### src/rtl/core/mtf_pkg.sv
// shared constants and control types for the move-to-front codec
// no dependencies
`timescale 1ns / 1ps
`default_nettype none

package mtf_pkg;

    localparam int SYM_W                 = 8;
    localparam int ALPHABET_SIZE_DEFAULT = 256;
    localparam int GROUP_SIZE            = 16;
    localparam int GRP_IDX_W             = 4;

    typedef struct packed {
        logic load;        // input transfer, latch item
        logic scan_group;  // register per-group compare results
        logic scan_final;  // merge groups into hit, position, symbol
        logic move;        // rotate list and write result
    } mtf_ctl_t;

    typedef struct packed {
        logic out_free;    // output register can take a result this cycle
    } mtf_stat_t;

endpackage

`default_nettype wire

### src/rtl/core/mtf_controller.sv
// sequencer for load, two search steps and list rotation
// depends on mtf_pkg; drives mtf_datapath
`timescale 1ns / 1ps
`default_nettype none

module mtf_controller (
    input  wire logic               clk,
    input  wire logic               rst_n,
    input  wire logic               in_valid,
    output logic                    in_stall,
    input  wire mtf_pkg::mtf_stat_t stat,
    output mtf_pkg::mtf_ctl_t       ctl
);

    localparam logic [1:0] ST_IDLE  = 2'd0;
    localparam logic [1:0] ST_SCAN  = 2'd1;
    localparam logic [1:0] ST_MERGE = 2'd2;
    localparam logic [1:0] ST_MOVE  = 2'd3;

    logic [1:0] state_reg, state_next;

    always_comb
    begin
        state_next = state_reg;
        unique case (state_reg)
            ST_IDLE:  if (in_valid) state_next = ST_SCAN;
            ST_SCAN:  state_next = ST_MERGE;
            ST_MERGE: state_next = ST_MOVE;
            ST_MOVE:  if (stat.out_free) state_next = ST_IDLE;
            default:  state_next = ST_IDLE;
        endcase
    end

    always_ff @(posedge clk or negedge rst_n)
    begin
        if (!rst_n)
        begin
            state_reg <= ST_IDLE;
        end
        else
        begin
            state_reg <= state_next;
        end
    end

    assign in_stall       = (state_reg != ST_IDLE);
    assign ctl.load       = (state_reg == ST_IDLE) && in_valid;
    assign ctl.scan_group = (state_reg == ST_SCAN);
    assign ctl.scan_final = (state_reg == ST_MERGE);
    assign ctl.move       = (state_reg == ST_MOVE) && stat.out_free;

`ifndef SYNTHESIS
    a_load_then_scan: assert property (@(posedge clk) disable iff (!rst_n)
        ctl.load |=> ctl.scan_group)
        else $error("scan did not follow item load");

    a_scan_then_merge: assert property (@(posedge clk) disable iff (!rst_n)
        ctl.scan_group |=> ctl.scan_final)
        else $error("merge did not follow group scan");

    a_move_one_shot: assert property (@(posedge clk) disable iff (!rst_n)
        ctl.move |=> !ctl.move && !ctl.scan_group)
        else $error("list moved twice for one item");

    a_no_load_busy: assert property (@(posedge clk) disable iff (!rst_n)
        (ctl.scan_group || ctl.scan_final) |-> !ctl.load && in_stall)
        else $error("item taken while search in progress");
`endif

endmodule

`default_nettype wire

### config.mk
export PLATFORM = sky130hd
export DESIGN_NAME = mtf_controller
export DESIGN_NICKNAME = d
export VERILOG_FILES = /design/src/rtl/core/mtf_pkg.sv /design/src/rtl/core/mtf_controller.sv
export SDC_FILE = /design/constraint.sdc
export NUM_CORES = 1
export LEC_CHECK = 0
export BUFFER_PORTS_ARGS = -buffer_cell sky130_fd_sc_hd__buf_2
export CORE_AREA = 2 2 39 41
export CTS_CLUSTER_SIZE = 14
export DETAILED_ROUTE_END_ITERATION = 10
export DIE_AREA = 0 0 41 43
export PLACE_DENSITY = 0.4
export SETUP_SLACK_MARGIN = 0.05
export SYNTH_ARGS = -nofsm -noshare
export SYNTH_HDL_FRONTEND = slang
export SYNTH_SLANG_ARGS = --single-unit
### constraint.sdc
create_clock -name clk -period 1.3 [get_ports clk]
set_input_delay 0.13 -clock clk [delete_from_list [all_inputs] [get_ports clk]]
set_output_delay 0.13 -clock clk [all_outputs]
set_load 0.01 [all_outputs]
-- Yosys cells after proc, flatten, opt, wreduce, memory -nomap -nowiden
Cells that the tools add are included.
- register bits after elaboration: 2
- input bits: 4
- output and inout bits: 5
- word-level logic and storage cells: 14
- eq/ne operators: 5
- multiplexer cells: 3
- reductions and logical operators: 5
- operator list (kind ; count):
    $pmux W2 S4 ; 1
    $eq A2 B2 Y1 const B ; 2
    $mux W2 ; 2
    $ne A2 B2 Y1 const B ; 2
    $eq A2 B1 Y1 const B ; 1
    $logic_and A1 B1 Y1 ; 2
    $logic_not A2 Y1 ; 1
    $reduce_and A2 Y1 ; 1
    $reduce_bool A2 Y1 ; 1

-- Depth between registers and ports, before layout
Gate-level depths: netlist of run 1.
- depth in word-level cells: 3
- mapped depth: 5
- mapped depth without buffers: 5

-- Least setup slack after synthesis of run 1
Ideal clock, no wire load.
- path kind: reg2reg
- start point: reg state_reg[0]
- end point: reg state_reg[1]
- library setup time: 0.125 ns
- data arrival time: 1.210 ns
- data required time: 1.175 ns
- setup slack: -0.035 ns
- cell stages (with the launch flop): 6
- path buffers: 0
- period minus slack after synthesis: 1.335 ns
- cells stage by stage: dfrtp_1 -> inv_1 -> ha_1 -> inv_2 -> o22ai_4 -> mux2_4
- cells in the longest elaborated chain, start to end: 3
- elaborated cells on any way between the ends: 8
- those cells by class: eq/ne: 5; mux: 1; reduce/logical: 2
- RTL lines (what ; RTL line ; source):
    start: declaration ; mtf_controller.sv:20 ; logic [1:0] state_reg, state_next;
    start signal: assignment ; mtf_controller.sv:42 ; state_reg <= state_next;
    $eq A2 B2 Y1 / $logic_not A2 Y1 (equally long branches) ; mtf_controller.sv:25 ; unique case (state_reg)
    $ne A2 B2 Y1 (no line) ; n/a ;
    $reduce_and A2 Y1 (no line) ; n/a ;
Parallel ways exist; a longest one is shown, timed or not.
A chain may end at the register's enable or synchronous reset.

-- Worst setup path after layout of run 1
Ends and elaborated chain as after synthesis.

==> impl_metrics.csv, run 1 <==
group,metric,value,unit
sta,finalWorstSetupSlack,0.0277,ns
logic_synthesis,ys_warn_count,0,
cells_and_area,final_nets,44,
logic_synthesis,synth_ff_type,"dfrtp_1",
floorplan,initial_core_util,13.7,%
place,numPortBuffers,8,
floorplan,dieArea,1760,um^2
sta,rsz0062_at_grt,"true",
logic_synthesis,synth_edf_count,0,
place,hpwl,294,um
routing,ant_nets,0,
routing,drc,0,
cells_and_area,seq_area,50.0,um^2
sta,hold_viol,0,
pwr,power_density,2480,nW/um^2
worst_setup_path,arrival,1.37,ns
logic_synthesis,synth.avg_cell_area,11.1,um^2
global_routing,track_usage,6.42,%
sta,fmax,786,MHz
floorplan,core,1380,um^2
logic_synthesis,netlist.area_leader.share,33.1,%
routing,routedWlPerCell,8.16,um
routing,avgViaCountPerCell,3.43,
worst_setup_path,worstRegToRegCells,5,
run,drv_cap,0,
global_routing,grt-ovfl-total,0,
logic_synthesis,syn_nets,26,
clocking,cts-root-buf,"clkbuf_4",
pwr,p_int,0.530,mW
floorplan,ios,9,
routing,drtIter0Drc,0,
cells_and_area,drive_above_1_share,66.7,%
sta,worst_pin_slew,0.157,ns
global_routing,grt_pass1_vias,183,
sta,max_slew_margin,89.6,%
sta,setup_viol,0,
pwr,clockPowerShare,15.7,%
pwr,ir_worst_vdd,0.000885,V
sta,finalWorstPathRequiredPeriod,1.27,ns
worst_setup_path,worstPathRequired,1.40,ns
run_status,status,"finished clean",
clocking,insertion_delay,0.22,ns
routing,firstDrtPassIters,1,
logic_synthesis,yosys.cell_count.top_type,"ha_1",
clocking,clock-sinks,2,
cells_and_area,diodes,0,
cells_and_area,syn_to_final_growth,82.8,%
sta,maxSlewViolCount,0,
cells_and_area,largest_reg_flops,2,
logic_synthesis,ys_types,9,
clocking,cts.htree.levels,1,
pwr,p_switching,0.328,mW
worst_setup_path,r2r-start,"state_reg[0]",
sta,skew,0.00176,ns
pwr,total_power,0.858,mW
clocking,numCtsBuffers,3,
pwr,swShare,38.2,%
routing,totalWireLength,400,um
global_routing,antenna_found_initial,0,
sta,period_share,97.9,%
min_path,min_path_type,"in2async",
cells_and_area,nFillCells,146,
worst_setup_path,end_kind,"flip-flop",
clocking,cts_tree,"yes",
cells_and_area,multiInputGateArea,149,um^2
pwr,cellLeakagePower,0.172,nW
clocking,clkTransAtPathRegs,0.03,ns
worst_setup_path,criticalPathCategory,"reg2reg",
floorplan,num_rows,14,
logic_synthesis,ys_seq_area_share,26.5,%
logic_synthesis,synth_top_cells_by_count,"5 x ha_1, 3 x inv_1, 2 x and2_1, 2 x dfrtp_1",
global_routing,grt_max_degree,4,
worst_setup_path,start_kind,"flip-flop",
logic_synthesis,netlist_instances,17,
floorplan,die_x,41,um
worst_setup_path,reg2reg_setup_slack,0.03,ns
logic_synthesis,synth_area_leaders,"ha_1 33%, dfrtp_1 26%, o22ai_4 11%",
routing,via_count,168,
pwr,combPwrFrac,69.2,%
worst_setup_path,r2r-end,"state_reg[1]",
place,gp_congestion,0.618,
logic_synthesis,synth.largest_area_cell,"ha_1",
global_routing,grt_first_pass_wirelength,696,um
clocking,clk_path_buf_depth,2,
pwr,p_seq_share,15.1,%
logic_synthesis,synthArstFlopShare,100,%
place,dp_slack,-0.0182,ns
worst_setup_path,crit_fanout,3,
logic_synthesis,ys_ff_latch,2,
logic_synthesis,synth_area,189,um^2
floorplan,fp.dieH,43,um
==> cell type report <==
cell class,instances,share of cell area (%)
flip-flops and latches,2,14.5
inverters,4,5.07
multi-input cells,11,43.1
clock buffers,3,6.52
well taps,16,5.80
repair buffers,13,25.0
==> worst max-delay path by stage <==
stage / startpoint / to
floorplan: state_reg[1] / state_reg[1]
finish: state_reg[0] / state_reg[1]
global route: state_reg[0] / state_reg[1]
global placement: state_reg[1] / state_reg[1]
CTS: state_reg[1] / state_reg[1]
detailed placement: state_reg[1] / state_reg[1]
==> repair_timing <==
action,CTS,global route
setup buffers,2,1
hold endpoints to repair,2,0
gates resized for setup,3,0
pin swaps,0,2
hold buffers,1,0
endpoints found under the setup margin,4,5
==> power by group through the flow <==
stage / clock [mW] / sequential (mW) / combinational [mW]
3_5_place_dp: 0 / 0.137 / 0.473
3_3_place_gp: 0 / 0.134 / 0.456
4_1_cts: 0.149 / 0.130 / 0.579
5_1_grt: 0.149 / 0.135 / 0.668
6_report: 0.135 / 0.130 / 0.594
2_1_floorplan: 0 / 0.129 / 0.347
==> cell families (layout without fill, tap and decap cells) <==
kind of cell               Yosys count  after routing  share of synthesized area [%]
AOI/OAI and AO/OA                    1              1                           10.6
adders and majority gates            5              5                           33.1
buffers and inverters                4             20                           7.94
DFF                                  2              2                           26.5
muxes                                2              2                           13.2
and+or+nand+nor                      3              3                           8.61
==> cells in the final DEF, fill, tap and decap left out <==
| cell type | count |
|---|---|
| and2_1 | 2 |
| buf_2 | 7 |
| buf_4 | 4 |
| buf_6 | 1 |
| clkbuf_4 | 3 |
| dfrtp_1 | 2 |
| dlygate4sd3_1 | 1 |
| ha_1 | 3 |
| ha_4 | 2 |
| inv_1 | 1 |
| inv_2 | 2 |
| inv_4 | 1 |
| mux2_4 | 1 |
| mux2i_1 | 1 |
| nor2_1 | 1 |
| o22ai_4 | 1 |
==> stage by stage <==
| stage | TNS [ns] | area [um^2] | util, % | hold slack (ns) | cells |
|---|---|---|---|---|---|
| 2_1_floorplan | 0 | 204 | - | -0.166 | 17 |
| 3_3_place_gp | 0 | 272 | 19.6 | -0.0838 | 42 |
| 3_5_place_dp | -0.0182 | 272 | 19.6 | -0.0834 | 42 |
| 4_1_cts | 0 | 338 | 24.4 | 0.207 | 48 |
| 5_1_grt | -0.0285 | 345 | 25.0 | 0.235 | 49 |
| 6_report | 0 | 345 | 25.0 | 0.220 | 49 |
==> critical path: stages, from the launching register on <==
cell and delay (ns):
dfrtp_1 0.39, inv_2 0.09, ha_4 0.14, inv_4 0.04
o22ai_4 0.17, mux2_4 0.31
==> routing by layer <==
layer	track usage (%)	part of all wire, %	up-vias
li1	-	-	86
met1	6.41	38	73
met2	9.06	48	9
met3	1.57	13	0
met4	8.00	0	0
met5	0	0	-
Power figures use the tool's default switching activity.
==> run 2: changes to the inputs <==
--- a/config.mk
+++ b/config.mk
@@ -6,11 +6,13 @@
 export NUM_CORES = 1
 export LEC_CHECK = 0
 export BUFFER_PORTS_ARGS = -buffer_cell sky130_fd_sc_hd__buf_2
+export CELL_PAD_IN_SITES_DETAIL_PLACEMENT = 2
+export CELL_PAD_IN_SITES_GLOBAL_PLACEMENT = 2
 export CORE_AREA = 2 2 39 41
 export CTS_CLUSTER_SIZE = 14
 export DETAILED_ROUTE_END_ITERATION = 10
 export DIE_AREA = 0 0 41 43
-export PLACE_DENSITY = 0.4
+export PLACE_DENSITY = 0.56
 export SETUP_SLACK_MARGIN = 0.05
 export SYNTH_ARGS = -nofsm -noshare
 export SYNTH_HDL_FRONTEND = slang
==> run 2 against run 1 <==
Setup slack better by 0.0091 ns. Cell count increased by 2.0%. Highest routed layer is now met4. Global-route usage grew 2.0 points. Sequential share of layout area shrank 1.0 points. Via count up 7.7%.
==> impl_metrics.csv, run 2 (same netlist as run 1, synthesis figures left out) <==
group,metric,value,unit
run_status,status,"finished clean",
floorplan,dieArea,1760,um^2
worst_setup_path,arrival,1.36,ns
cells_and_area,diodes,0,
sta,hold_viol,0,
clocking,clkTransAtPathRegs,0.03,ns
place,dp.cells,45,
clocking,cts.htree.levels,1,
global_routing,grt-ovfl-total,0,
pwr,p_switching,0.362,mW
routing,avgViaCountPerCell,3.62,
routing,via_count,181,
clocking,cts_tree,"yes",
global_routing,antenna_found_initial,0,
cells_and_area,syn_to_final_growth,96.7,%
pwr,power_density,2530,nW/um^2
sta,worst_pin_slew,0.153,ns
sta,setup_viol,0,
cells_and_area,stdcell_count,50,
worst_setup_path,r2r-start,"state_reg[1]",
pwr,ir_worst_vdd,0.000643,V
sta,max_slew_margin,89.8,%
pwr,cellLeakagePower,0.178,nW
global_routing,grt_first_pass_wirelength,910,um
min_path,min_path_type,"in2async",
place,gp_congestion,0.655,
clocking,cts-root-buf,"clkbuf_4",
cells_and_area,seq_area,50.0,um^2
floorplan,num_rows,14,
clocking,numCtsBuffers,3,
worst_setup_path,reg2reg_setup_slack,0.04,ns
floorplan,initial_core_util,13.7,%
global_routing,grt_pass1_vias,218,
routing,drtIter0Drc,0,
sta,finalWorstPathRequiredPeriod,1.26,ns
cells_and_area,largest_reg_flops,2,
cells_and_area,multiInputGateArea,161,um^2
worst_setup_path,end_kind,"flip-flop",
routing,routedWlPerCell,10.7,um
pwr,p_seq_share,13.9,%
worst_setup_path,worstRegToRegCells,5,
pwr,combPwrFrac,71.9,%
clocking,clock-sinks,2,
floorplan,die_x,41,um
sta,period_share,97.2,%
sta,skew,0.00351,ns
clocking,insertion_delay,0.22,ns
cells_and_area,final_nets,45,
cells_and_area,layout_commonest_cell,"buf_2",
pwr,swShare,38.5,%
routing,ant_nets,0,
place,numPortBuffers,8,
pwr,clockPowerShare,14.2,%
sta,rsz0062_at_grt,"true",
clocking,clk_path_buf_depth,2,
cells_and_area,layout_common_cells,"6 x buf_2, 5 x buf_4, 3 x ha_4, 3 x clkbuf_4",
sta,finalWorstSetupSlack,0.0368,ns
pwr,p_int,0.579,mW
global_routing,grt_max_degree,4,
worst_setup_path,criticalPathCategory,"reg2reg",
cells_and_area,drive_above_1_share,70.6,%
floorplan,fp.dieH,43,um
floorplan,ios,9,
sta,maxSlewViolCount,0,
place,hpwl,455,um
sta,fmax,792,MHz
worst_setup_path,crit_fanout,3,
floorplan,core,1380,um^2
worst_setup_path,r2r-end,"state_reg[1]",
cells_and_area,nFillCells,154,
routing,totalWireLength,534,um
worst_setup_path,worstPathRequired,1.40,ns
pwr,total_power,0.941,mW
routing,firstDrtPassIters,1,
routing,drc,0,
run,drv_cap,0,
worst_setup_path,start_kind,"flip-flop",
place,dp_slack,0.0251,ns
global_routing,track_usage,8.43,%
==> run 2: final cells by class <==
class | count | share of cell area, %
multi-input combinational | 11 | 43.4
tap | 16 | 5.39
timing repair buffer | 14 | 26.9
sequential | 2 | 13.5
inverter | 4 | 4.71
clock buffer | 3 | 6.06
==> run 2: what timing repair did <==
action | CTS | global route
resized for setup | 3 | 3
hold buffers | 1 | 0
endpoints found under the hold margin | 2 | 0
endpoints found under the setup margin | 5 | 6
buffers inserted | 1 | 0
==> run 2: worst max-delay path by stage <==
stage,startpoint,cells after the start,to
2_1_floorplan,state_reg[1],5,state_reg[1]
6_report,state_reg[1],5,state_reg[1]
4_1_cts,state_reg[1],5,state_reg[1]
5_1_grt,state_reg[1],5,state_reg[1]
3_3_place_gp,state_reg[1],5,state_reg[1]
3_5_place_dp,state_reg[1],5,state_reg[1]
==> run 2: worst max-delay path: stages, from the launching register on <==
cell and delay (ns):
dfrtp_1 0.39, inv_2 0.10, ha_4 0.15, inv_4 0.04, o22ai_4 0.15, mux2_4 0.31
==> run 2: routing by layer <==
metal / GRT usage [%] / vias to the layer above / wire length (um)
met4: 8.00 / 0 / 12
li1: - / 87 / -
met2: 12.5 / 9 / 272
met1: 8.36 / 83 / 189
met5: 0 / - / 0
met3: 3.14 / 2 / 59
==> run 2: power by group through the flow <==
stage / logic [mW] / clock network [mW] / registers (mW)
floorplan: 0.347 / 0 / 0.129
global placement: 0.539 / 0 / 0.134
detailed placement: 0.566 / 0 / 0.136
CTS: 0.625 / 0.142 / 0.133
global route: 0.760 / 0.150 / 0.137
finish: 0.677 / 0.134 / 0.130
==> run 2: through the flow <==
step                      hold WS [ns]  area, um^2  TNS, ns  util, %
after global routing             0.262         372  -0.0264     26.9
after detailed placement       -0.0810         294        0     21.2
after global placement         -0.0802         294        0     21.2
after CTS                        0.237         345        0     25.0
after floorplan                 -0.166         204        0        -
final                            0.237         372        0     26.9
==> run 3: changes to the inputs <==
--- a/config.mk
+++ b/config.mk
@@ -12,7 +12,7 @@
 export CTS_CLUSTER_SIZE = 14
 export DETAILED_ROUTE_END_ITERATION = 10
 export DIE_AREA = 0 0 41 43
-export PLACE_DENSITY = 0.56
+export PLACE_DENSITY_LB_ADDON = 0.1
 export SETUP_SLACK_MARGIN = 0.05
 export SYNTH_ARGS = -nofsm -noshare
 export SYNTH_HDL_FRONTEND = slang
==> run 3 against run 2 <==
Setup slack improved by 0.00064 ns. Worst hold slack got worse by 0.013 ns. Cell count unchanged. Register-to-register slack hardly changed. Flip-flop and latch count stayed put. Critical path depth unchanged. Sequential power about the same. Combinational power shrank 8.1%. Largest power group unchanged.
==> impl_metrics.csv, run 3 (same netlist as run 1, synthesis figures left out) <==
group,metric,value,unit
routing,drtIter0Drc,2,
floorplan,num_rows,14,
worst_setup_path,r2r-start,"state_reg[1]",
worst_setup_path,path_depth,5,
clocking,clkTransAtPathRegs,0.03,ns
place,hpwl,429,um
clocking,clock-sinks,2,
sta,maxSlewViolCount,0,
cells_and_area,largest_reg_flops,2,
sta,period_share,97.1,%
floorplan,ios,9,
clocking,clk_path_buf_depth,2,
place,dp.cells,45,
global_routing,grt_max_degree,4,
worst_setup_path,setup.worst_path.end,"state_reg[1]",
worst_setup_path,cp_top_family,"flip-flops",
cells_and_area,layout_common_cells,"7 x buf_2, 5 x buf_4, 3 x ha_1, 3 x clkbuf_4",
worst_setup_path,worstPathRequired,1.40,ns
global_routing,grt-ovfl-total,0,
routing,drc,0,
worst_setup_path,criticalPathCategory,"reg2reg",
worst_setup_path,crit_start,"state_reg[1]",
pwr,ir_worst_vdd,0.000770,V
worst_setup_path,start_kind,"flip-flop",
routing,firstDrtPassIters,2,
sta,hold_viol,0,
worst_setup_path,reg2reg_setup_slack,0.04,ns
cells_and_area,final_nets,45,
run_status,status,"finished clean",
global_routing,track_usage,7.52,%
cells_and_area,syn_to_final_growth,86.8,%
global_routing,grt_first_pass_wirelength,759,um
sta,fmax,792,MHz
sta,worst_pin_slew,0.165,ns
worst_setup_path,cp_cell_sequence,"inv_2, ha_4, inv_4, o22ai_4, mux2_4",
cells_and_area,diodes,0,
global_routing,grt_pass1_vias,195,
cells_and_area,layout_commonest_cell,"buf_2",
sta,setup_viol,0,
place,gp_congestion,0.637,
floorplan,initial_core_util,13.7,%
clocking,cts_tree,"yes",
global_routing,antenna_found_initial,0,
routing,totalWireLength,479,um
clocking,cts.htree.levels,1,
floorplan,core,1380,um^2
routing,ant_nets,0,
routing,via_count,187,
sta,fin_setup_tns,0,ns
sta,rsz0062_at_grt,"true",
floorplan,die_x,41,um
place,numPortBuffers,8,
sta,finalWorstPathRequiredPeriod,1.26,ns
sta,max_slew_margin,89.0,%
cells_and_area,drive_above_1_share,67.6,%
min_path,min_path_type,"in2async",
pwr,cellLeakagePower,0.177,nW
floorplan,dieArea,1760,um^2
pwr,power_density,2520,nW/um^2
cells_and_area,nFillCells,160,
clocking,insertion_delay,0.22,ns
worst_setup_path,arrival,1.37,ns
sta,hold_ws,0.224,ns
worst_setup_path,crit_fanout,3,
floorplan,fp.dieH,43,um
run,drv_cap,0,
clocking,cts-root-buf,"clkbuf_4",
cells_and_area,stdcell_count,50,
worst_setup_path,end_kind,"flip-flop",
routing,avgViaCountPerCell,3.74,
worst_setup_path,slowest_delay,0.40,ns
routing,routedWlPerCell,9.58,um
sta,skew,0.000848,ns
worst_setup_path,cp_slowest_cell,"dfrtp_1",
worst_setup_path,crit_buf_inv,2,
worst_setup_path,r2r-end,"state_reg[1]",
worst_setup_path,worstRegToRegCells,5,
clocking,numCtsBuffers,3,
-- run 3: cell types whose count changed in the layout (fill, tap and decap cells not counted) --
cell | before | now
buf_2 | 6 | 7
ha_4 | 3 | 2
buf_6 | 2 | 1
ha_1 | 2 | 3
-- run 3: stage by stage --
step | power [mW] | utilization, % | worst slack [ns] | cell area, um^2
finish | 0.891 | 25.5 | 0.0375 | 353
global route | 0.983 | 25.5 | -0.0140 | 353
CTS | 0.877 | 24.3 | 0.0187 | 337
detailed placement | 0.702 | 21.2 | 0.0218 | 294
global placement | 0.684 | 21.2 | 0.0287 | 294
floorplan | 0.475 | - | 0.0431 | 204
-- run 3: what timing repair did --
item | 4_1_cts | 5_1_grt
hold endpoints to repair | 2 | 0
buffers inserted | 1 | 0
resized for setup | 1 | 2
hold buffers | 1 | 0
setup endpoints to repair | 4 | 6
-- run 3: final cells by class --
type | count | area (um^2) | share of cell area, %
clock buffers | 3 | 22.5 | 6.38
flip-flops and latches | 2 | 50.0 | 14.2
well taps | 16 | 20.0 | 5.67
inverters | 4 | 17.5 | 4.96
multi-input cells | 11 | 149 | 42.2
repair buffers | 14 | 93.8 | 26.6
-- run 3: metal layers --
layer,track usage (%),share of wire [%]
met1,6.71,35
met2,10.3,56
met3,3.14,7.1
met4,10.0,2.3
met5,0,0
-- run 3: worst reg2reg max path, cell delays in order, from the launching register on --
cell and delay [ns]:
dfrtp_1 0.40, inv_2 0.10, ha_4 0.14, inv_4 0.04, o22ai_4 0.16, mux2_4 0.31
-- run 3: worst min-delay path by stage --
| stage | startpoint | endpoint | slack [ns] | depth (start not counted) |
|---|---|---|---|---|
| final | rst_n | state_reg[1] | 0.22 | 2 |
| after global routing | rst_n | state_reg[1] | 0.24 | 2 |
| after CTS | rst_n | state_reg[1] | 0.23 | 2 |
| after detailed placement | rst_n | state_reg[0] | -0.08 | 1 |
| after global placement | rst_n | state_reg[0] | -0.09 | 1 |
| after floorplan | rst_n | state_reg[0] | -0.17 | 0 |
-- run 3: power by group --
| part | internal (mW) | total [mW] | leakage [nW] | switching (mW) |
|---|---|---|---|---|
| Clock | 0.102 | 0.136 | 0.0138 | 0.0347 |
| Combinational | 0.352 | 0.622 | 0.139 | 0.271 |
| Sequential | 0.0988 | 0.132 | 0.0235 | 0.0331 |
